[src/sv/wss_div.sv]
module wss_div #(
  parameter int SUM_WIDTH = 27,
  parameter int CNT_WIDTH = 11,
  parameter int Q_WIDTH   = 16
) (
  input  logic                        clk,
  input  logic                        rst,
  input  logic                        start,
  input  logic signed [SUM_WIDTH-1:0] dividend,
  input  logic        [CNT_WIDTH-1:0] divisor,
  output logic                        done,
  output logic signed [Q_WIDTH-1:0]   quotient
);

  localparam int STEP_W = $clog2(SUM_WIDTH + 1);

  logic                 active;
  logic                 neg;
  logic [STEP_W-1:0]    step;
  logic [SUM_WIDTH-1:0] quo;
  logic [CNT_WIDTH-1:0] rem;
  logic [CNT_WIDTH-1:0] dvs;
  logic [CNT_WIDTH:0]   shifted;
  logic                 fits;
  logic [CNT_WIDTH:0]   rem_next;
  logic [SUM_WIDTH-1:0] magnitude;
  logic [Q_WIDTH-1:0]   q_low;

  // One quotient bit per cycle, restoring form on the magnitude.
  always_comb begin
    shifted   = {rem, quo[SUM_WIDTH-1]};
    fits      = shifted >= {1'b0, dvs};
    rem_next  = fits ? (shifted - {1'b0, dvs}) : shifted;
    magnitude = dividend[SUM_WIDTH-1] ? (~dividend + 1'b1) : dividend;
    q_low     = quo[Q_WIDTH-1:0];
    quotient  = neg ? signed'(~q_low + 1'b1) : signed'(q_low);
  end

  always_ff @(posedge clk) begin
    if (rst) begin
      active <= 1'b0;
      done   <= 1'b0;
    end else begin
      done <= 1'b0;
      if (start) begin
        active <= 1'b1;
      end else if (active && step == STEP_W'(1)) begin
        active <= 1'b0;
        done   <= 1'b1;
      end
    end
  end

  always_ff @(posedge clk) begin
    if (start) begin
      neg  <= dividend[SUM_WIDTH-1];
      quo  <= magnitude;
      rem  <= '0;
      dvs  <= divisor;
      step <= STEP_W'(SUM_WIDTH);
    end else if (active) begin
      rem  <= rem_next[CNT_WIDTH-1:0];
      quo  <= {quo[SUM_WIDTH-2:0], fits};
      step <= step - 1'b1;
    end
  end

endmodule

[config.mk]
export PLATFORM = sky130hd
export DESIGN_NAME = wss_div
export DESIGN_NICKNAME = d
export VERILOG_FILES = /design/src/sv/wss_div.sv
export SDC_FILE = /design/constraint.sdc
export NUM_CORES = 1
export LEC_CHECK = 0
export BUFFER_PORTS_ARGS = -buffer_cell sky130_fd_sc_hd__buf_2
export CORE_MARGIN = 5
export CORE_UTILIZATION = 45
export CTS_CLUSTER_SIZE = 10
export DETAILED_ROUTE_END_ITERATION = 12
export PLACE_DENSITY_LB_ADDON = 0.25
export SLEW_MARGIN = 30
export SYNTH_ARGS = -nofsm -noshare
export SYNTH_HDL_FRONTEND = slang
export SYNTH_SLANG_ARGS = --single-unit
[constraint.sdc]
create_clock -name clk -period 2.2 [get_ports clk]
set_input_delay 0.22 -clock clk [delete_from_list [all_inputs] [get_ports clk]]
set_output_delay 0.22 -clock clk [all_outputs]
set_load 0.01 [all_outputs]
=== Word level (Yosys, flattened, before mapping) ===
Cells that the tools add are included.
W data, S select, Z words.

* Add/subtract/negate cells: 4
* Multipliers: 0
* Order comparisons: 1
* Equality and inequality tests: 1
* Reductions and logical operators: 4
* Shift operators: 0
* Bitwise gates (word level): 2
* Muxes and demuxes: 8
* Div/mod/pow operators: 0

{| class="wikitable"
|+ Operator list
! kind !! count
|-
| $mux W27 || 3
|-
| $add A27 B1 Y27 const B || 1
|-
| $not A27 Y27 || 1
|-
| $add A16 B1 Y16 const B || 1
|-
| $mux W16 || 1
|-
| $not A16 Y16 || 1
|-
| $ge A12 B11 Y1 || 1
|-
| $mux W11 || 1
|-
| $sub A11 B11 Y11 || 1
|-
| $eq A5 B1 Y1 const B || 1
|-
| $sub A5 B1 Y5 const B || 1
|-
| $reduce_bool A2 Y1 || 2
|-
| $mux W1 || 3
|-
| $reduce_or A2 Y1 || 1
|-
| $logic_and A1 B1 Y1 || 1
|}

* Bits of input ports: 41
* Bits in writable memories: 0
* Bits in latches: 0
* Word-level logic and storage cells: 27
* Bits in read-only memories: 0
* Bits in registers: 57
* Memories: 0
* Output and inout port bits: 17

=== Logic depth before layout (Yosys ltp) ===
* Depth in word-level cells: 4
* Gate-level depth with buffers: 11

=== Worst setup path before layout ===
OpenSTA, ideal clock, no wires.

* Kind: register to register
* Start point: register dvs[0]
* End point: register rem[4]
* Path slack: -0.041 ns
* Data required time: 2.109 ns
* Clock period less this slack: 2.241 ns
* Data arrival time: 2.150 ns
* Stages on the path, launching flop included: 10
* Cell sequence: edfxtp_1 ha_1 fa_1 nor2b_1 o31a_1 o21ai_1 a21o_1 buf_2 a211o_1 a311oi_1

* Cells in the longest elaborated chain, start to end: 2
* Elaborated cells on any way between the ends: 3
* Those cells by class: add/sub (1); order compare (1); mux (1)

{| class="wikitable"
|+ Ends and longest elaborated chain
! element !! RTL line !! RTL
|-
| from (decl) || 22 || <nowiki>logic [CNT_WIDTH-1:0] dvs;</nowiki>
|-
| from (signal assigned) || 59 || <nowiki>dvs <= divisor;</nowiki>
|-
| $sub A11 B11 Y11 or $ge A12 B11 Y1 (tied branches) || 33, 32 ||
|-
| $mux W11 (*) || 33 || <nowiki>rem_next = fits ? (shifted - {1'b0, dvs}) : shifted;</nowiki>
|-
| to (signal assigned) || 62 || <nowiki>rem <= rem_next[CNT_WIDTH-1:0];</nowiki>
|-
| to (decl) || 21 || <nowiki>logic [CNT_WIDTH-1:0] rem;</nowiki>
|}

Mark *: on every way between the ends. The rest lies on a longest branch, timed or not.
A chain may end at the register's enable or synchronous reset.

=== Worst setup path after layout ===
* Start point: register dvs[0]
* End point: register rem[0]

The elaborated chain is that of the path after synthesis.

==> summary.txt <==
Run status
  – Outcome: complete, but fails checks
  – Violated checks: setup timing

Power
  – Clock group share of total power: 35.8%
  – Logic pwr share: between 20 and 25%
  – Static Leakage: 1.88 nW
  – Max rail drop VDD: roughly 0.00039 V
  – Seq pwr share: between 40% and 50%
  – Internal power: ~2.3 mW
  – Pwr per Cell Area: 682 nW/um2
  – Switching power share of the total: between 20% and 30%
  – Net Switching: slightly below 0.9 mW

Yosys
  – EDFF count, synth: 39
  – Number of standard cells after synthesis: 374
  – Ys flop type: sky130_fd_sc_hd__edfxtp_1
  – Share of the yosys chip area belonging to registers: a little over two fifths
  – Largest area contributor in the netlist: sky130_fd_sc_hd__edfxtp_1
  – Fraction of registers with async set/reset: 0%
  – Portion of synthesized cell area occupied by the leading cell type: between 30% and 40%
  – Most frequent cells after synthesis: 39 x sky130_fd_sc_hd__edfxtp_1, 38 x sky130_fd_sc_hd__nor2_1, 31 x sky130_fd_sc_hd__a21oi_1
  – Post-synthesis area per instance: about 9.6 um2
  – Number of distinct library cells after synthesis: 49
  – Cell with the most instances after synthesis: sky130_fd_sc_hd__edfxtp_1
  – Number of warning messages in the yosys log: 0
  – Synthesized Nets: 431
  – Cell types occupying the most area after synthesis: sky130_fd_sc_hd__edfxtp_1 33%, sky130_fd_sc_hd__dfxtp_1 10%, sky130_fd_sc_hd__xor2_1 6.6%
  – Netlist Area Pre-Place: about 3600 um2
  – Flops & latches, synth: 57

STA
  – Highest clock frequency the design can meet: 448 MHz
  – Minimum setup slack in the final design: -0.0306 ns
  – Final number of setup-violating endpoints: 2
  – Final Skew: 0.00715 ns
  – Fin Setup TNS: -0.0574 ns
  – Setup repair after global routing missed its margin: true
  – Relative slew slack: 56.5%
  – Transition time at the pin with the least slew margin: around 0.65 ns
  – Final hold slack: ~0.055 ns
  – Final worst-path cycle share: 101%
  – Minimum clock period after layout: around 2.2 ns
  – Count of final hold-check violations: 0
  – Final max-slew violation count: 0

Critical path
  – Critical Path Slowest Stage Cell: sky130_fd_sc_hd__edfxtp_1
  – Critical Path End Type: flop
  – Critical-path maximum fanout: 6
  – Worst setup path startpoint: dvs[0]
  – Biggest cell delay along the critical path: ~0.41 ns
  – Type of the setup path with the least slack: reg2reg
  – Data arrival at the endpoint of the critical path: between 2 and 2.5 ns
  – Critical Path, Cell by Cell: ha_4, fa_2, nor2b_2, o31a_1, o21ai_2, a21o_4, buf_4, mux2_2, a211oi_2
  – Startpoint class of the critical path: flop
  – Reg-to-Reg Start: dvs[0]
  – Required time at the worst-slack endpoint: about 2.5 ns

Global route
  – Total congestion overflow after global routing: 0
  – Maximum number of pins on one net before global-route repair: 31
  – Number of global-route vias before repair: 2953
  – Global-route wire length before repair: between 10000 and 15000 um
  – Overall routing resource usage: between 15 and 20%
  – Initial antenna violation count: 0

Routing
  – ANT nets after route: 0
  – Routed wire length per instance: 14.8 um
  – DRC errors left: 0
  – Via count of the routed design: 3099
  – Vias per Instance: approximately 5.4
  – DRT Pass-1 Iters: 4
  – DR iter-0 viols: about 150
  – Total wire length after detailed routing: 8440 um

Job
  – Max Cap Violations: 0

Floorplanning
  – Core box area: around 7700 um2
  – Top-Level Pins: 58
  – Total Die Area: approximately 10000 um2
  – Width of the die: 99.2 um
  – Die Span Y: ~99 um
  – Total number of placement rows: 32
  – Initial core utilization: ~46%

Min path
  – Class of the most critical hold timing path: in2reg
  – Hold Path Origin: divisor[1]

Clocking
  – Clock root buffer: sky130_fd_sc_hd__clkbuf_8
  – H-tree levels: 3
  – Clock latency reported for the late side of the worst-skew pair: 0.34 ns
  – Clock tree from TritonCTS: done
  – TritonCTS sink count: 57
  – Clock tree buffer depth: 2
  – Clock transition at the register clock pins on the worst setup and hold paths after CTS: about 0.07 ns
  – Count of hold buffers inserted by post-cts repair: 0
  – Number of buffers created by CTS: 9

Layout
  – Number of antenna diodes: 0
  – Net total in the final layout: 520
  – Layout area overhead: 28.4%
  – Core utilization of the finished layout: slightly below 60%
  – Fraction of layout cells with a size suffix above 1: 30.3%
  – Final cell area excluding filler cells: around 4600 um2

Placed design
  – IO buf count: 57
  – Placed inst area: just over 4000 um2
  – Routability Congestion: 0.908
  – DP HPWL: approximately 6000 um
## cells in the final DEF, fill, tap and decap left out, drive strengths merged, types with 2 or more instances in the layout
cell type  count
ha            15
a21oi         31
a2111o         2
o311ai         2
nand2         28
a211oi         3
o211ai         2
nor3           6
nor4b          2
inv           21
nor4           5
edfxtp        39
xnor2         21
nand2b        14
o31ai         13
buf           93
o21bai         2
a311oi         4
dfxtp         18
a32oi          4
xor2          27
nor2          38
clkbuf        13
nand4          2
mux2           2
nor2b          3
a21o           2
o21a           2
o21ai         23
o41ai          5
nand3          5
or3            2
or4b           2
or4            7
and3b          2
## what timing repair did
item                       CTS  global route
pin swaps                   12            10
setup buffers                5             6
gates resized for setup     12            21
setup endpoints to repair   13            19
## per-stage QoR
| stage | setup slack, ns | std cells | power (mW) |
|---|---|---|---|
| after CTS | -0.0731 | 565 | 3.12 |
| after detailed placement | -0.122 | 544 | 1.96 |
| after global routing | -0.134 | 570 | 3.29 |
| after global placement | -0.0568 | 544 | 1.94 |
| after floorplan | 0.00453 | 374 | 1.72 |
| final | -0.0306 | 570 | 3.13 |
## registers in the layout, indices dropped and copies added (netlist names)
name	flops
rem	11
step	5
done	1
active	1
quo	27
dvs	11
neg	1
## cells by family after synthesis
group / share of synthesized area (%)
and+or+nand+nor: 16.9
adders and majority gates: 5.80
AOI/OAI and AO/OA: 17.9
DFF: 42.8
muxes: 0.909
xor gates and xnor gates: 11.7
buffers and inverters: 3.95
## layer usage
layer	track usage [%]	vias to the layer above	wire [um]
met5	0	-	0
met4	5.99	0	116
met3	4.56	10	552
met2	27.9	93	4130
met1	22.3	1459	3640
li1	-	1537	-
## power groups by stage
stage / logic, mW / registers, mW / clock network [mW]
2_1_floorplan: 0.390 / 1.33 / 0
3_3_place_gp: 0.596 / 1.35 / 0
3_5_place_dp: 0.608 / 1.35 / 0
4_1_cts: 0.637 / 1.33 / 1.15
5_1_grt: 0.749 / 1.35 / 1.19
6_report: 0.675 / 1.34 / 1.12
## critical path: cells and delay by family, from the launching register on
| family | cells | cell delay [ns] |
|---|---|---|
| AO/OA/AOI/OAI | 4 | 0.65 |
| adder cells (fa/ha/maj) | 2 | 0.53 |
| buffers and inverters | 1 | 0.15 |
| flip-flops | 1 | 0.41 |
| multiplexers | 1 | 0.27 |
| AND/OR/NAND/NOR | 1 | 0.13 |
## path summary, 6_finish.rpt
check                 to  slack, ns  cells after the start
setup / recovery  rem[0]      -0.03                      9
hold / removal    dvs[1]       0.05                      1
setup reg to reg  rem[0]      -0.03                      9
hold reg to reg   rem[4]       0.50                      2
## area by class of cell
type / count / area, um2
clock buffers: 13 / 191
clock inverters: 3 / 42.5
fillers: 679 / 3130
inverters: 21 / 78.8
multi-input cells: 281 / 2060
flip-flops and latches: 57 / 1530
well taps: 102 / 128
repair buffers: 93 / 563
(Power assumes the default switching activity.)
